[src/assert_macros.svh]
// Assertion macros shared by the RTL files of the box shape rule filter
`ifndef ASSERT_MACROS_SVH
`define ASSERT_MACROS_SVH

// Implication checked on every rising edge outside reset
`define BSRF_ASSERT_IMPL(lbl, clk, rst, ante, cons) \
   lbl: assert property (@(posedge clk) disable iff (rst) (ante) |-> (cons)) \
      else $error("implication check failed");

// Condition that must never be seen outside reset
`define BSRF_ASSERT_NEVER(lbl, clk, rst, cond) \
   lbl: assert property (@(posedge clk) disable iff (rst) !(cond)) \
      else $error("forbidden condition seen");

`endif

[src/bsrf_pkg.sv]
// Types, constants and helper functions of the box shape rule filter
package bsrf_pkg;

   // pipeline depths
   localparam int FrontLat  = 3;
   localparam int SqrtSteps = 17;
   localparam int RulesLat  = 5;
   localparam int TotalLat  = FrontLat + SqrtSteps + RulesLat;

   // rule constants (Q8.8 where a length)
   localparam logic [16:0] SensorOffset = 17'd64;
   localparam logic [15:0] MinPoints    = 16'd30;
   localparam logic [16:0] RatioLen     = 17'd768;

   // reset values of the control registers
   localparam logic [15:0] HeightMinRst  = 16'd51;
   localparam logic [15:0] HeightMaxRst  = 16'd640;
   localparam logic [15:0] WidthMinRst   = 16'd128;
   localparam logic [15:0] WidthMaxRst   = 16'd896;
   localparam logic [15:0] LengthMinRst  = 16'd128;
   localparam logic [15:0] LengthMaxRst  = 16'd5120;
   localparam logic [31:0] AreaMaxRst    = 32'd1966080;
   localparam logic [15:0] DensityMinRst = 16'd2048;

   // register indexes
   typedef enum logic [2:0] {
      REG_HEIGHT_MIN  = 3'd0,
      REG_HEIGHT_MAX  = 3'd1,
      REG_WIDTH_MIN   = 3'd2,
      REG_WIDTH_MAX   = 3'd3,
      REG_LENGTH_MIN  = 3'd4,
      REG_LENGTH_MAX  = 3'd5,
      REG_AREA_MAX    = 3'd6,
      REG_DENSITY_MIN = 3'd7
   } reg_index_type;

   // control register set
   typedef struct packed {
      logic [15:0] height_min;
      logic [15:0] height_max;
      logic [15:0] width_min;
      logic [15:0] width_max;
      logic [15:0] length_min;
      logic [15:0] length_max;
      logic [31:0] area_max;
      logic [15:0] density_min;
   } csr_type;

   // fields carried alongside the side length datapath
   typedef struct packed {
      logic signed [16:0] height;
      logic [15:0]        count;
   } side_type;

   // squared side lengths out of the front end
   typedef struct packed {
      logic        vld;
      logic [32:0] sum_a;
      logic [32:0] sum_b;
      side_type    side;
   } front_out_type;

   // one square root stage for both sides
   typedef struct packed {
      logic [32:0] rem_a;
      logic [33:0] res_a;
      logic [32:0] rem_b;
      logic [33:0] res_b;
      side_type    side;
   } sq_stage_type;

   // both side lengths out of the square root pipe
   typedef struct packed {
      logic        vld;
      logic [16:0] d1;
      logic [16:0] d2;
      side_type    side;
   } sqrt_out_type;

   typedef struct packed {
      logic [32:0] rem;
      logic [33:0] res;
   } root_state_type;

   // one step of the digit by digit integer square root
   function automatic root_state_type sqrt_step(input logic [32:0] rem,
                                                input logic [33:0] res,
                                                input logic [33:0] step_bit);
      root_state_type st;
      logic [33:0]    trial;
      trial = res + step_bit;
      if ({1'b0, rem} >= trial) begin
         st.rem = rem - trial[32:0];
         st.res = (res >> 1) + step_bit;
      end else begin
         st.rem = rem;
         st.res = res >> 1;
      end
      return st;
   endfunction

endpackage

[src/bsrf_front.sv]
// Front end: corner differences, squares and squared side lengths
module bsrf_front (
   input  logic                clock,
   input  logic                reset,
   input  logic                in_vld,
   input  logic signed [15:0]  ax,
   input  logic signed [15:0]  ay,
   input  logic signed [15:0]  bx,
   input  logic signed [15:0]  by,
   input  logic signed [15:0]  cx,
   input  logic signed [15:0]  cy,
   input  logic signed [15:0]  top_z,
   input  logic [15:0]         count,
   output bsrf_pkg::front_out_type fo
);

   logic                  vld1_ff, vld2_ff, vld3_ff;
   logic signed [16:0]    dxa_ff, dya_ff, dxc_ff, dyc_ff;
   logic signed [16:0]    dxa_in, dya_in, dxc_in, dyc_in;
   logic [31:0]           sqxa_ff, sqya_ff, sqxc_ff, sqyc_ff;
   logic signed [33:0]    pxa, pya, pxc, pyc;
   logic [32:0]           suma_ff, sumc_ff;
   bsrf_pkg::side_type    side1_in, side1_ff, side2_ff, side3_ff;

   // stage 1: differences to the shared corner, height plus offset
   assign dxa_in = 17'({ax[15], ax}) - 17'({bx[15], bx});
   assign dya_in = 17'({ay[15], ay}) - 17'({by[15], by});
   assign dxc_in = 17'({cx[15], cx}) - 17'({bx[15], bx});
   assign dyc_in = 17'({cy[15], cy}) - 17'({by[15], by});
   assign side1_in.height = 17'({top_z[15], top_z}) + $signed(bsrf_pkg::SensorOffset);
   assign side1_in.count  = count;

   // stage 2: squares, each below 2^32
   assign pxa = dxa_ff * dxa_ff;
   assign pya = dya_ff * dya_ff;
   assign pxc = dxc_ff * dxc_ff;
   assign pyc = dyc_ff * dyc_ff;

   always_ff @(posedge clock) begin
      if (reset) begin
         vld1_ff <= 1'b0;
         vld2_ff <= 1'b0;
         vld3_ff <= 1'b0;
      end else begin
         vld1_ff <= in_vld;
         vld2_ff <= vld1_ff;
         vld3_ff <= vld2_ff;
      end
   end

   always_ff @(posedge clock) begin
      dxa_ff   <= dxa_in;
      dya_ff   <= dya_in;
      dxc_ff   <= dxc_in;
      dyc_ff   <= dyc_in;
      side1_ff <= side1_in;
      sqxa_ff  <= pxa[31:0];
      sqya_ff  <= pya[31:0];
      sqxc_ff  <= pxc[31:0];
      sqyc_ff  <= pyc[31:0];
      side2_ff <= side1_ff;
      // stage 3: squared distances
      suma_ff  <= {1'b0, sqxa_ff} + {1'b0, sqya_ff};
      sumc_ff  <= {1'b0, sqxc_ff} + {1'b0, sqyc_ff};
      side3_ff <= side2_ff;
   end

   assign fo.vld   = vld3_ff;
   assign fo.sum_a = suma_ff;
   assign fo.sum_b = sumc_ff;
   assign fo.side  = side3_ff;

endmodule

[config.mk]
export PLATFORM = sky130hd
export DESIGN_NAME = bsrf_front
export DESIGN_NICKNAME = d
export VERILOG_FILES = /design/src/assert_macros.svh /design/src/bsrf_pkg.sv /design/src/bsrf_front.sv
export SDC_FILE = /design/constraint.sdc
export NUM_CORES = 2
export LEC_CHECK = 0
export BUFFER_PORTS_ARGS = -buffer_cell sky130_fd_sc_hd__buf_4
export CAP_MARGIN = 20
export CORE_ASPECT_RATIO = 1.25
export CORE_MARGIN = 2
export CORE_UTILIZATION = 55
export DETAILED_ROUTE_END_ITERATION = 12
export PLACE_DENSITY = 0.85
export RECOVER_POWER = 25
export SLEW_MARGIN = 20
export SYNTH_ARGS = -nofsm -noshare
export SYNTH_HDL_FRONTEND = slang
export SYNTH_SLANG_ARGS = --single-unit
export TNS_END_PERCENT = 30
[constraint.sdc]
create_clock -name clock -period 17.6 [get_ports clock]
set_clock_uncertainty 0.15 [all_clocks]
set_input_delay 0.88 -clock clock [delete_from_list [all_inputs] [get_ports clock]]
set_output_delay 0.88 -clock clock [all_outputs]
set_load 0.02 [all_outputs]
# After elaboration in Yosys (flattened, before gate mapping)
# Cells that the tools add are included.
dict set report totals {
  ff_bits 364
  inputBits 131
  elab_cells 30
}
dict set report op_classes {
  add_sub_neg 7
  multipliers 4
}
# op count
set ops {}
lappend ops {{17-bit by 17-bit multiplier with 32-bit output} 4}
lappend ops {{16-bit by 16-bit subtractor with 17-bit output} 4}
lappend ops {{32-bit by 32-bit adder with 33-bit output} 2}
lappend ops {{16-bit by 8-bit adder with 17-bit output, second input constant} 1}

# Logic depth before layout (Yosys ltp)
dict set report logic_depth {
  ltp_word 1
  ltp_mapped 26
  depth_no_buf 24
}

# Worst setup path before layout
# OpenSTA, ideal clock, no wires.
dict set report synth_path {
  kind {flip-flop to flip-flop}
  start {register dyc_ff[5]}
  end {register sqyc_ff[31]}
  setup_ns 0.121
  arrival_time_ns 6.115
  required_time_ns 17.329
  setup_slack_ns 11.214
  stages_incl_launch_ff 25
  n_path_buf 2
  path_cell_list {dfxtp_1 > clkbuf_1 > clkbuf_1 > nand2_1 > fa_1 > inv_1 > fa_1 > inv_1 > fa_1 > inv_1 > fa_1 > fa_1 > inv_1 > fa_1 > inv_1 > ha_1 > nand4_1 > or2_1 > nor4_1 > o221ai_2 > a21oi_1 > a41oi_1 > o2111ai_1 > a21oi_1 > xnor2_1}
}
dict set report synth_via {
  elab_chain_cells 1
}
# element line_no
set synth_lines {}
lappend synth_lines {{from (decl)} bsrf_front.sv:18} ;# logic signed [16:0] dxa_ff, dya_ff, dxc_ff, dyc_ff;
lappend synth_lines {{from (signal assigned)} bsrf_front.sv:55} ;# dyc_ff <= dyc_in;
lappend synth_lines {{17-bit by 17-bit multiplier with 32-bit output} bsrf_front.sv:37} ;# assign pyc = dyc_ff * dyc_ff;
lappend synth_lines {{via pyc[31]} bsrf_front.sv:21} ;# logic signed [33:0] pxa, pya, pxc, pyc;
lappend synth_lines {{to (signal assigned)} bsrf_front.sv:60} ;# sqyc_ff <= pyc[31:0];
lappend synth_lines {{to (decl)} bsrf_front.sv:20} ;# logic [31:0] sqxa_ff, sqya_ff, sqxc_ff, sqyc_ff;
# The timed path passes the listed nets, and every way through them passes these cells.
# A chain may end at the register's enable or synchronous reset.

# Worst setup path in the final report
dict set report layout_path {
  start {register dya_ff[16]}
  end {register sqya_ff[30]}
}
dict set report layout_via {
  elab_chain_cells 1
}
# element line_no
set layout_lines {}
lappend layout_lines {{from (decl)} bsrf_front.sv:18}
lappend layout_lines {{from (signal assigned)} bsrf_front.sv:53} ;# dya_ff <= dya_in;
lappend layout_lines {{17-bit by 17-bit multiplier with 32-bit output} bsrf_front.sv:35} ;# assign pya = dya_ff * dya_ff;
lappend layout_lines {{via pya[30]} bsrf_front.sv:21}
lappend layout_lines {{to (signal assigned)} bsrf_front.sv:58} ;# sqya_ff <= pya[31:0];
lappend layout_lines {{to (decl)} bsrf_front.sv:20}
# The timed path passes the listed nets, and every way through them passes these cells.

==> results.cfg <==
[status]
outcome = complete, no violations

[worst_setup_path]
crit_family = adder cells
max_stage_delay_ps = 860
required_ps = 17950
reg2reg_depth = 18
worstSetupPathType = register to register
cp_num_cells = 18
startpoint_type = register
cp_data_arrival_time_ps = 7540
slowest_stage = dfxtp_1
crit_chain = inv_1, nor2_1, fa_1, inv_1, fa_1, inv_1, fa_1, fa_1, fa_1, fa_1, ha_1, nor2b_1, o21ai_0, nand2b_1, a22o_1, o41ai_2, or4b_1, o311ai_1
crit_buf_inv = 3
path_max_fanout = 22
critPathCaptureType = register
critPathMostFrequentCell = fa_1

[clocking]
numClockSinks = 360
cts_setup_buffers = 0
cts-root-buf = clkbuf_16
worstSkewPairLatency_ps = 590
cts_max_level = 2
cts_hold_buffers = 0
cts_tree = done
cts_made_buffers = 40
clock_path_buffers = 3
cts_resized = 0
clk_pin_slew_ps = 70

[global_route]
grt_pass1_wl_um = 187000
track_usage_pct = 25.0
grt_pass1_vias = 39700
grt_antenna_before_repair = 1
grt_max_degree = 33
grt_overflow = 0

[synthesis]
synthTopCellsByArea = fa_1 41%, dfxtp_1 14%, ha_1 12%
synth_edf_count = 0
netlist.area_leader.share_pct = 41.1
yosys_warnings = 0
ys_ff_latch = 360
syn_nets = 6786
syn_inst = 5162
yosysSeqAreaShare_pct = 14.4
synth_top_area_cell = fa_1
syn_avg_cell_area_um2 = 9.68
synth_area_um2 = 50000
ys_types = 73
ys.flop_type = dfxtp_1
synth-async-reset-ratio_pct = 0

[detailed_routing]
drt_first_iter_violations = 1757
first_pass_iters = 5
routedWlPerCell_um = 16.9
dr_total_vias = 34800
viasPerCell = 5.31
drc = 0
wirelength_um = 111000
ant_nets = 0

[layout]
final_layout_size_suffix_gt1_share_pct = 6.26
layout_common_cells = 1385 x inv_1, 1027 x fa_1, 466 x ha_1
final_common_cell = inv_1
nets = 6962
area_delta_synth_final_pct = 8.49

[hold_path]
hp-class = register to register
hold_depth = 0

[floorplan]
placementRows = 123
die_y_um = 341
die_area_um2 = 93300
dieWidth_um = 274
start_util_pct = 55.5
num_io_pins = 231
core_area_um2 = 90000

[sta]
report.final.slew_viol_count = 0
setup_viol = 0
slew_headroom_pct = 33.7
min_period_ps = 7190
fmax_mhz = 139
period_share_pct = 40.9
max_slew.worst_pin.slew_ps = 993
hold_viol = 0
tns_ps = 0
grt_setup_unrepaired = no

[placed_design]
gp_congestion = 0.928
hpwlAfterDp_um = 92500
io_buffers = 230

[flow_run]
drv_cap = 0
==> logic make-up after synthesis <==
logic type,Yosys count,share of synthesized area (%)
AO/OA/AOI/OAI,457,6.21
XOR/XNOR,271,4.75
adder cells (fa/ha/maj),1493,52.8
buffers and inverters,1484,11.2
flip-flops,360,14.4
multiplexers,5,0.110
AND/OR/NAND/NOR,1092,10.5
==> cells in the mapped netlist (4+ instances only) <==
cell,count
a21boi_0,4
and2_1,217
nor3_1,64
fa_1,1027
a221oi_1,11
or3_1,18
nand2_1,398
mux2_2,4
a211oi_1,26
a41o_1,5
nand4_1,5
o31ai_1,9
a21o_1,49
and3_1,15
xnor2_1,195
o211ai_1,12
a211oi_2,4
a2111oi_0,6
inv_1,1385
o2bb2ai_1,5
or2_2,5
nand3_1,58
ha_1,466
o21ai_1,32
o21a_1,25
o2111ai_1,5
a31o_2,7
a21oi_1,123
nor2_1,179
nor4_1,9
dfxtp_1,360
o311ai_1,4
xor2_1,76
o21bai_1,20
a41oi_1,5
a21boi_1,15
nand2b_1,35
nor2b_1,71
clkbuf_1,96
a31oi_1,9
o21ai_0,50
nand3b_1,5
==> flip-flops by register name (all words and copies together) (netlist names), 17 cells and up <==
signal    flops
dxc_ff       17
sqya_ff      31
sqxc_ff      31
dya_ff       17
sqyc_ff      31
dyc_ff       17
fo           33
side2_ff     33
dxa_ff       17
sqxa_ff      31
suma_ff      33
sumc_ff      33
side1_ff     33
==> metrics by stage <==
step / hold slack [ps] / setup WS (ps) / util [%] / instances / cell area, um^2
6_report: 174 / 10410 / 60.2 / 6557 / 54200
5_1_grt: 175 / 10050 / 60.2 / 6556 / 54200
3_5_place_dp: 162 / 10560 / 58.7 / 6483 / 52800
4_1_cts: 171 / 10450 / 60.2 / 6556 / 54200
3_3_place_gp: 160 / 10810 / 58.7 / 6483 / 52800
2_1_floorplan: 160 / 11210 / - / 5162 / 50000
==> final cells by class <==
type | count | area [um^2]
clock inverters | 27 | 354
multi-input cells | 3318 | 37200
flip-flops and latches | 360 | 7210
well taps | 1187 | 1490
clock buffers | 46 | 1040
inverters | 1386 | 5200
diodes | 1 | 2.50
fillers | 7192 | 35800
repair buffers | 232 | 1730
==> routing by layer <==
layer | share of wire [%] | track usage (%) | vias up
met5 | 0 | 0 | -
met4 | 5.8 | 12.9 | 0
met3 | 4.5 | 3.04 | 434
met2 | 55 | 46.8 | 1100
met1 | 35 | 27.3 | 17500
li1 | - | - | 15800
==> final timing paths <==
check        slack (ps)           end    startpoint
min                 170  side2_ff[25]  side1_ff[25]
max reg2reg       10410   sqya_ff[30]    dya_ff[16]
min reg2reg         170  side2_ff[25]  side1_ff[25]
max               10410   sqya_ff[30]    dya_ff[16]
Power is left out: the tool's default activity adds up to more than one toggle a clock period on the data nets, which glitch-free logic cannot reach.
