==> src/assert_macros.svh <==
// Assertion macros shared by the RTL files of the box shape rule filter
`ifndef ASSERT_MACROS_SVH
`define ASSERT_MACROS_SVH

// Implication checked on every rising edge outside reset
`define BSRF_ASSERT_IMPL(lbl, clk, rst, ante, cons) \
   lbl: assert property (@(posedge clk) disable iff (rst) (ante) |-> (cons)) \
      else $error("implication check failed");

// Condition that must never be seen outside reset
`define BSRF_ASSERT_NEVER(lbl, clk, rst, cond) \
   lbl: assert property (@(posedge clk) disable iff (rst) !(cond)) \
      else $error("forbidden condition seen");

`endif

==> src/bsrf_pkg.sv <==
// Types, constants and helper functions of the box shape rule filter
package bsrf_pkg;

   // pipeline depths
   localparam int FrontLat  = 3;
   localparam int SqrtSteps = 17;
   localparam int RulesLat  = 5;
   localparam int TotalLat  = FrontLat + SqrtSteps + RulesLat;

   // rule constants (Q8.8 where a length)
   localparam logic [16:0] SensorOffset = 17'd64;
   localparam logic [15:0] MinPoints    = 16'd30;
   localparam logic [16:0] RatioLen     = 17'd768;

   // reset values of the control registers
   localparam logic [15:0] HeightMinRst  = 16'd51;
   localparam logic [15:0] HeightMaxRst  = 16'd640;
   localparam logic [15:0] WidthMinRst   = 16'd128;
   localparam logic [15:0] WidthMaxRst   = 16'd896;
   localparam logic [15:0] LengthMinRst  = 16'd128;
   localparam logic [15:0] LengthMaxRst  = 16'd5120;
   localparam logic [31:0] AreaMaxRst    = 32'd1966080;
   localparam logic [15:0] DensityMinRst = 16'd2048;

   // register indexes
   typedef enum logic [2:0] {
      REG_HEIGHT_MIN  = 3'd0,
      REG_HEIGHT_MAX  = 3'd1,
      REG_WIDTH_MIN   = 3'd2,
      REG_WIDTH_MAX   = 3'd3,
      REG_LENGTH_MIN  = 3'd4,
      REG_LENGTH_MAX  = 3'd5,
      REG_AREA_MAX    = 3'd6,
      REG_DENSITY_MIN = 3'd7
   } reg_index_type;

   // control register set
   typedef struct packed {
      logic [15:0] height_min;
      logic [15:0] height_max;
      logic [15:0] width_min;
      logic [15:0] width_max;
      logic [15:0] length_min;
      logic [15:0] length_max;
      logic [31:0] area_max;
      logic [15:0] density_min;
   } csr_type;

   // fields carried alongside the side length datapath
   typedef struct packed {
      logic signed [16:0] height;
      logic [15:0]        count;
   } side_type;

   // squared side lengths out of the front end
   typedef struct packed {
      logic        vld;
      logic [32:0] sum_a;
      logic [32:0] sum_b;
      side_type    side;
   } front_out_type;

   // one square root stage for both sides
   typedef struct packed {
      logic [32:0] rem_a;
      logic [33:0] res_a;
      logic [32:0] rem_b;
      logic [33:0] res_b;
      side_type    side;
   } sq_stage_type;

   // both side lengths out of the square root pipe
   typedef struct packed {
      logic        vld;
      logic [16:0] d1;
      logic [16:0] d2;
      side_type    side;
   } sqrt_out_type;

   typedef struct packed {
      logic [32:0] rem;
      logic [33:0] res;
   } root_state_type;

   // one step of the digit by digit integer square root
   function automatic root_state_type sqrt_step(input logic [32:0] rem,
                                                input logic [33:0] res,
                                                input logic [33:0] step_bit);
      root_state_type st;
      logic [33:0]    trial;
      trial = res + step_bit;
      if ({1'b0, rem} >= trial) begin
         st.rem = rem - trial[32:0];
         st.res = (res >> 1) + step_bit;
      end else begin
         st.rem = rem;
         st.res = res >> 1;
      end
      return st;
   endfunction

endpackage

==> src/bsrf_rules.sv <==
// Shape rules: length/width pick, area, bound checks, density and ratio tests
module bsrf_rules (
   input  logic                   clock,
   input  logic                   reset,
   input  bsrf_pkg::sqrt_out_type si,
   input  bsrf_pkg::csr_type      csr,
   output logic                   rsp_valid,
   output logic                   rsp_is_promising,
   output logic [16:0]            rsp_box_length,
   output logic [16:0]            rsp_box_width,
   output logic signed [16:0]     rsp_box_height
);

   logic                v1_ff, v2_ff, v3_ff, v4_ff, v5_ff;
   logic [16:0]         len1_ff, wid1_ff, len2_ff, wid2_ff, len3_ff, wid3_ff;
   logic [16:0]         len4_ff, wid4_ff, len5_ff, wid5_ff;
   logic [33:0]         area1_ff;
   bsrf_pkg::side_type  side1_ff, side2_ff, side3_ff, side4_ff;
   logic signed [16:0]  hgt5_ff;
   logic                bounds_ok, ratio_ok;
   logic                pre2_ff, pre3_ff, pre4_ff;
   logic                rat2_ff, rat3_ff, rat4_ff;
   logic [47:0]         ah2_ff;
   logic [47:0]         plo3_ff;
   logic [31:0]         phi3_ff;
   logic [63:0]         need4_ff;
   logic                ok5_ff;
   logic [17:0]         wid_x2;
   logic [19:0]         wid_x8;
   logic signed [17:0]  h_s, hmin_s, hmax_s;
   logic [63:0]         cnt_sh;

   // stage 2 checks on the picked sides
   always_comb begin
      h_s    = {side1_ff.height[16], side1_ff.height};
      hmin_s = $signed({2'b00, csr.height_min});
      hmax_s = $signed({2'b00, csr.height_max});
      bounds_ok = (side1_ff.count >= bsrf_pkg::MinPoints) &&
                  (h_s > hmin_s) && (h_s < hmax_s) &&
                  (wid1_ff > {1'b0, csr.width_min}) &&
                  (wid1_ff < {1'b0, csr.width_max}) &&
                  (len1_ff > {1'b0, csr.length_min}) &&
                  (len1_ff < {1'b0, csr.length_max}) &&
                  (area1_ff < {2'b00, csr.area_max});
      wid_x2   = {wid1_ff, 1'b0};
      wid_x8   = {wid1_ff, 3'b000};
      ratio_ok = (len1_ff <= bsrf_pkg::RatioLen) ||
                 (({1'b0, len1_ff} > wid_x2) && ({3'b000, len1_ff} < wid_x8));
   end

   // stage 5 density compare: count in Q32 against the needed product
   assign cnt_sh = {side4_ff.count, 48'd0} >> 16;

   always_ff @(posedge clock) begin
      if (reset) begin
         v1_ff <= 1'b0;
         v2_ff <= 1'b0;
         v3_ff <= 1'b0;
         v4_ff <= 1'b0;
         v5_ff <= 1'b0;
      end else begin
         v1_ff <= si.vld;
         v2_ff <= v1_ff;
         v3_ff <= v2_ff;
         v4_ff <= v3_ff;
         v5_ff <= v4_ff;
      end
   end

   always_ff @(posedge clock) begin
      // stage 1: longer side is the length, product of sides is the area
      len1_ff  <= (si.d1 > si.d2) ? si.d1 : si.d2;
      wid1_ff  <= (si.d1 > si.d2) ? si.d2 : si.d1;
      area1_ff <= si.d1 * si.d2;
      side1_ff <= si.side;
      // stage 2: bounds, ratio, area times height (both fit when bounds hold)
      pre2_ff  <= bounds_ok;
      rat2_ff  <= ratio_ok;
      ah2_ff   <= area1_ff[31:0] * side1_ff.height[15:0];
      len2_ff  <= len1_ff;
      wid2_ff  <= wid1_ff;
      side2_ff <= side1_ff;
      // stage 3: times density, as two partial products
      plo3_ff  <= ah2_ff[31:0] * csr.density_min;
      phi3_ff  <= ah2_ff[47:32] * csr.density_min;
      pre3_ff  <= pre2_ff;
      rat3_ff  <= rat2_ff;
      len3_ff  <= len2_ff;
      wid3_ff  <= wid2_ff;
      side3_ff <= side2_ff;
      // stage 4: join the partial products
      need4_ff <= {phi3_ff, 32'd0} + {16'd0, plo3_ff};
      pre4_ff  <= pre3_ff;
      rat4_ff  <= rat3_ff;
      len4_ff  <= len3_ff;
      wid4_ff  <= wid3_ff;
      side4_ff <= side3_ff;
      // stage 5: final verdict into the output register
      ok5_ff   <= pre4_ff && rat4_ff && (cnt_sh > need4_ff);
      len5_ff  <= len4_ff;
      wid5_ff  <= wid4_ff;
      hgt5_ff  <= side4_ff.height;
   end

   assign rsp_valid        = v5_ff;
   assign rsp_is_promising = ok5_ff;
   assign rsp_box_length   = len5_ff;
   assign rsp_box_width    = wid5_ff;
   assign rsp_box_height   = hgt5_ff;

endmodule

==> config.mk <==
export PLATFORM = sky130hd
export DESIGN_NAME = bsrf_rules
export DESIGN_NICKNAME = d
export VERILOG_FILES = /design/src/assert_macros.svh /design/src/bsrf_pkg.sv /design/src/bsrf_rules.sv
export SDC_FILE = /design/constraint.sdc
export NUM_CORES = 2
export LEC_CHECK = 0
export BUFFER_PORTS_ARGS = -buffer_cell sky130_fd_sc_hd__buf_2
export CORE_MARGIN = 8
export CORE_UTILIZATION = 51
export CTS_BUF_LIST = sky130_fd_sc_hd__clkbuf_8
export DETAILED_ROUTE_END_ITERATION = 10
export GPL_ROUTABILITY_DRIVEN = 0
export PLACE_DENSITY = 0.7
export SYNTH_ARGS = -nofsm -noshare
export SYNTH_HDL_FRONTEND = slang
export SYNTH_SLANG_ARGS = --single-unit
export TNS_END_PERCENT = 5
==> constraint.sdc <==
create_clock -name clock -period 10.2 [get_ports clock]
set_clock_uncertainty 0.05 [all_clocks]
set_input_delay 1.02 -clock clock [delete_from_list [all_inputs] [get_ports clock]]
set_output_delay 1.02 -clock clock [all_outputs]
set_load 0.05 [all_outputs]
# After elaboration in Yosys (flattened, before gate mapping)
# Cells that the tools add are included.
# W data, S select, Z words.
[totals]
reg_bits = 557
in_bits = 214
out_inout_bits = 53
elab_cells = 67
[classes]
add_sub_neg = 1
magnitude_cmp = 13
muxes = 2
reduce_logical = 11
mul = 4
[ops]
columns = ["cell", "n"]
rows = [
  ["$mul A32 B16 Y48", 2],
  ["$add A64 B48 Y64", 1],
  ["$gt A48 B64 Y1", 1],
  ["$gt A17 B16 Y1", 2],
  ["$gt A17 B17 Y1", 2],
  ["$lt A17 B16 Y1", 2],
  ["$lt A34 B32 Y1", 1],
  ["$mul A17 B17 Y34", 1],
  ["$mux W17", 2],
  ["$mul A16 B16 Y32", 1],
  ["$lt A17 B20 Y1", 1],
  ["$gt A17 B18 Y1", 1],
  ["$le A17 B10 Y1 const B", 1],
  ["$lt A17 B17 Y1", 1],
  ["$ge A16 B5 Y1 const B", 1],
  ["$logic_and A1 B1 Y1", 10],
  ["$logic_or A1 B1 Y1", 1],
]

# Longest topological paths before layout
[depth]
depth_word = 8
ltp_mapped = 26

# Least setup slack after synthesis
# Ideal clock, no wire load.
[synth_path]
path_kind = "input to register"
start = "in csr[12] in the netlist's numbering"
end = "reg plo3_ff[46]"
required_ps = 10027
path_buffers = 3
slack_ps = 3146
arrival_ps = 6880
stages = 24
cell_sequence = "clkbuf_1 clkbuf_1 nand2_1 fa_1 inv_1 fa_1 fa_1 fa_1 fa_1 inv_1 fa_1 inv_1 ha_1 clkbuf_1 a21oi_1 o21ai_1 a22o_1 nor3_1 a211oi_1 nor2_1 o211ai_1 a2111oi_0 o21bai_1 xor2_1"
[synth_via]
elab_chain_cells = 1
[synth_rtl]
columns = ["item", "line_no", "source"]
rows = [
  ["start, declared", "bsrf_rules.sv:6", "input bsrf_pkg::csr_type csr,"],
  ["$mul A32 B16 Y48", "bsrf_rules.sv:84", "plo3_ff <= ah2_ff[31:0] * csr.density_min;"],
  ["end signal, assigned", "bsrf_rules.sv:84", ""],
  ["end, declared", "bsrf_rules.sv:24", "logic [47:0] plo3_ff;"],
]
# No other way between the ends.
# A chain may end at the register's enable or synchronous reset.

# Final worst setup path
[layout_path]
start = "reg side1_ff (netlist bit h_s[8])"
end = "reg ah2_ff[44]"
[layout_via]
elab_chain_cells = 1
[layout_rtl]
columns = ["item", "line_no", "source"]
rows = [
  ["start, declared", "bsrf_rules.sv:18", "bsrf_pkg::side_type side1_ff, side2_ff, side3_ff, side4_ff;"],
  ["start signal, assigned", "bsrf_rules.sv:75", "side1_ff <= si.side;"],
  ["$mul A32 B16 Y48", "bsrf_rules.sv:79", "ah2_ff <= area1_ff[31:0] * side1_ff.height[15:0];"],
  ["end signal, assigned", "bsrf_rules.sv:79", ""],
  ["end, declared", "bsrf_rules.sv:23", "logic [47:0] ah2_ff;"],
]
# No other way between the ends.

==> results.py <==
metrics = {
    "critical_path": {
        "data_arrival_at_the_endpoint_of_the_critical_path_ns": 8.09,
        "timing.critical_path.from": "h_s[8]$_DFF_P_",
        "critPathLaunchType": "flop",
        "r2r_start": "h_s[8]$_DFF_P_",
        "critPathMaxFanout": 26,
        "cp_data_required_time_ns": 10.86,
        "cp_endpoint_kind": "flop",
        "worstSetupPathType": "flop to flop",
    },
    "timing": {
        "maxClockFrequency_ghz": 0.135,
        "final.setup.tns_ns": 0,
        "rsz0062_at_grt": "false",
        "timing.final.crit_period_ns": 7.43,
        "finalSetupViolCount": 0,
        "drv_slew": 0,
        "transition_time_at_the_pin_with_the_least_slew_margin_ns": 1.21,
        "final-hold-violation-count": 0,
        "maxSlewHeadroom_pct": 19.3,
        "layout_worst_path_cycle_share_pct": 72.8,
    },
    "clocking": {
        "cts-root-to-sink-buffers": 3,
        "numCtsBuffers": 94,
        "cts-root-buf": "sky130_fd_sc_hd__clkbuf_8",
        "post-cts-setup-buffer-count": 0,
        "cts_max_level": 3,
        "clk_pin_slew_worst_paths_ns": 0.06,
        "cts_num_sinks": 557,
        "worstSkewPairLatency_ns": 0.84,
        "postCtsHoldBufs": 0,
        "cts_resized": 0,
        "tritoncts_clock_tree": "built",
    },
    "synthesis": {
        "yosys_synthesis_warning_count": 0,
        "synth_ff_type": "sky130_fd_sc_hd__dfxtp_1",
        "synth.net_count": 9369,
        "synth.yosys.seq_area_share_pct": 16.5,
        "synth.lib_cells_used.distinct": 75,
        "synth-async-reset-ratio_pct": 0,
        "synth_seq_cells": 557,
        "synth_area_per_cell_um2": 9.33,
        "post_synth_inst_count": 7229,
        "synth_enable_flop_cells": 0,
        "synthesis.area_um2": 67400,
    },
    "min_path": {
        "holdCritPathClass": "primary input to flop",
        "timing.hold.worst.start": "si[18]",
    },
    "global_route": {
        "initial_antenna_violation_count": 17,
        "via_count_of_the_first_global_routing_pass": 53600,
        "grt_usage_pct": 24.0,
        "grt_total_ovfl": 0,
        "grt_start_max_net_pins": 49,
        "global_route_wire_length_before_repair_mm": 280,
    },
    "detailed_routing": {
        "routed-via-count": 48700,
        "routed-wl-met3_mm": 12.5,
        "detailedRoute.firstPassIterationCount": 6,
        "top_layer_used": "met5",
        "detail_route.drc_violations": 0,
        "drtAntennaViolNets": 0,
        "avgViaCountPerCell": 5.31,
        "post_drt_wl_per_cell_um": 18.6,
        "route.layer.met1.wl_mm": 68.2,
        "detailroute.wirelength.met2_mm": 82.4,
        "totalWireLength_mm": 171,
        "drt_iter0_drc": 2984,
    },
    "floorplanning": {
        "num_rows": 133,
        "initial_utilization_pct": 51.4,
        "io-pin-count": 267,
        "die_y_um": 380,
        "floorplan.core_area_um2": 131000,
        "die_area_um2": 144000,
        "die_width_um": 380,
    },
    "layout": {
        "flow.area_growth_from_synthesis_pct": 7.26,
        "layout.cells.most_common_list": "sky130_fd_sc_hd__inv_1 (1641), sky130_fd_sc_hd__fa_1 (1255), sky130_fd_sc_hd__nand2_1 (1017)",
        "post_layout_nets": 9481,
        "drive_gt1_share_pct": 6.88,
        "final_common_cell": "sky130_fd_sc_hd__inv_1",
        "layout.core_utilization_pct": 55.1,
        "final.fill_count": 11700,
    },
    "job": {
        "maxCapViolCount": 0,
    },
    "place": {
        "place.port_buffers": 266,
        "hpwl_mm": 132,
    },
    "outcome": {
        "status": "complete, no violations",
    },
}
==> logic make-up after synthesis <==
group                      count (synthesis)  share of synthesized area (%)
xor gates and xnor gates                 168                           2.18
DFF                                      557                           16.5
adders and majority gates               1926                           49.7
and+or+nand+nor                         2021                           14.6
muxes                                     17                          0.284
AOI/OAI and AO/OA                        623                           6.05
buffers and inverters                   1917                           10.7
==> metal layers <==
| metal | GRT usage [%] | vias up |
|---|---|---|
| met2 | 40.7 | 1887 |
| met5 | 0 | - |
| met4 | 10.1 | 10 |
| li1 | - | 21900 |
| met3 | 4.75 | 433 |
| met1 | 29.9 | 24500 |
==> final timing paths <==
| path | end | slack, ns | depth (start not counted) |
|---|---|---|---|
| min reg2reg | need4_ff[23]$_DFF_P_ | 0.25 | 0 |
| max | ah2_ff[44]$_DFF_P_ | 2.77 | 21 |
| min | h_s[2]$_DFF_P_ | 0.24 | 1 |
| max reg2reg | ah2_ff[44]$_DFF_P_ | 2.77 | 21 |
==> worst max-delay path, stage by stage, from the launching register on <==
cell and delay (ns):
sky130_fd_sc_hd__dfxtp_1 0.74, sky130_fd_sc_hd__buf_4 0.48, sky130_fd_sc_hd__nand2_1 0.13, sky130_fd_sc_hd__fa_1 0.54
sky130_fd_sc_hd__inv_1 0.05, sky130_fd_sc_hd__fa_1 0.48, sky130_fd_sc_hd__fa_1 0.46, sky130_fd_sc_hd__fa_1 0.50
sky130_fd_sc_hd__fa_1 0.51, sky130_fd_sc_hd__inv_1 0.06, sky130_fd_sc_hd__fa_1 0.49, sky130_fd_sc_hd__inv_1 0.05
sky130_fd_sc_hd__ha_1 0.35, sky130_fd_sc_hd__a21oi_1 0.40, sky130_fd_sc_hd__o21ai_0 0.15, sky130_fd_sc_hd__a2111oi_0 0.47
sky130_fd_sc_hd__o2bb2ai_1 0.20, sky130_fd_sc_hd__o31ai_1 0.46, sky130_fd_sc_hd__a311oi_1 0.22, sky130_fd_sc_hd__o21ai_1 0.28
sky130_fd_sc_hd__o21bai_1 0.11, sky130_fd_sc_hd__xor2_1 0.14
==> cell usage after synthesis (7+ instances only) <==
library cell | count | share of area (%)
sky130_fd_sc_hd__nand2_1 | 1017 | 5.7
sky130_fd_sc_hd__a211oi_1 | 25 | 0.28
sky130_fd_sc_hd__nor2_1 | 102 | 0.57
sky130_fd_sc_hd__xnor2_1 | 112 | 1.5
sky130_fd_sc_hd__a21oi_1 | 182 | 1.4
sky130_fd_sc_hd__a21o_1 | 144 | 1.6
sky130_fd_sc_hd__a31oi_1 | 12 | 0.11
sky130_fd_sc_hd__o211ai_1 | 14 | 0.16
sky130_fd_sc_hd__ha_1 | 671 | 12
sky130_fd_sc_hd__o21bai_1 | 23 | 0.26
sky130_fd_sc_hd__o21ai_0 | 105 | 0.78
sky130_fd_sc_hd__and2_1 | 627 | 5.8
sky130_fd_sc_hd__fa_1 | 1255 | 37
sky130_fd_sc_hd__a21boi_0 | 7 | 0.078
sky130_fd_sc_hd__mux2_2 | 17 | 0.28
sky130_fd_sc_hd__o21ai_1 | 9 | 0.067
sky130_fd_sc_hd__xor2_1 | 56 | 0.73
sky130_fd_sc_hd__and4_1 | 10 | 0.13
sky130_fd_sc_hd__o2111ai_1 | 7 | 0.091
sky130_fd_sc_hd__nor3_1 | 24 | 0.18
sky130_fd_sc_hd__a211o_1 | 10 | 0.13
sky130_fd_sc_hd__nand3_1 | 54 | 0.40
sky130_fd_sc_hd__a221oi_1 | 7 | 0.091
sky130_fd_sc_hd__nand4_1 | 41 | 0.38
sky130_fd_sc_hd__o21a_1 | 24 | 0.27
sky130_fd_sc_hd__inv_1 | 1625 | 9.0
sky130_fd_sc_hd__dfxtp_1 | 557 | 17
sky130_fd_sc_hd__and3_1 | 23 | 0.21
sky130_fd_sc_hd__nor2b_1 | 39 | 0.36
sky130_fd_sc_hd__nand2b_1 | 28 | 0.26
sky130_fd_sc_hd__clkbuf_1 | 292 | 1.6
sky130_fd_sc_hd__nor4_1 | 21 | 0.19
sky130_fd_sc_hd__or3_1 | 8 | 0.074
==> stage by stage <==
step                      std cells  cell area (µm²)  hold WS [ns]  setup WS (ns)
after floorplan                7229            67400         0.260           3.15
after global placement         9000            70200         0.260           2.27
after detailed placement       9000            70200         0.262           2.07
after CTS                      9170            72300         0.141           2.76
after global routing           9178            72300         0.171           2.42
final                          9182            72300         0.244           2.77
==> area by class of cell <==
cell class | count | area [µm²] | share of cell area, %
Multi-Input combinational cell | 4755 | 49100 | 67.9
Antenna cell | 12 | 30.0 | 0.0415
Inverter | 1625 | 6100 | 8.43
Tap cell | 1755 | 2200 | 3.04
Sequential cell | 557 | 11200 | 15.4
Clock inverter | 50 | 452 | 0.624
Timing Repair Buffer | 308 | 1650 | 2.28
Clock buffer | 120 | 1650 | 2.28
==> flip-flops by register name, indices dropped and copies added (netlist names), 32 cells and up <==
signal	count
ah2_ff	48
area1_ff	34
side3_ff	33
plo3_ff	48
need4_ff	64
phi3_ff	32
side2_ff	33
Power is not shown: default switching activity piles up to over one toggle a cycle in this logic, so the estimate is an artifact.
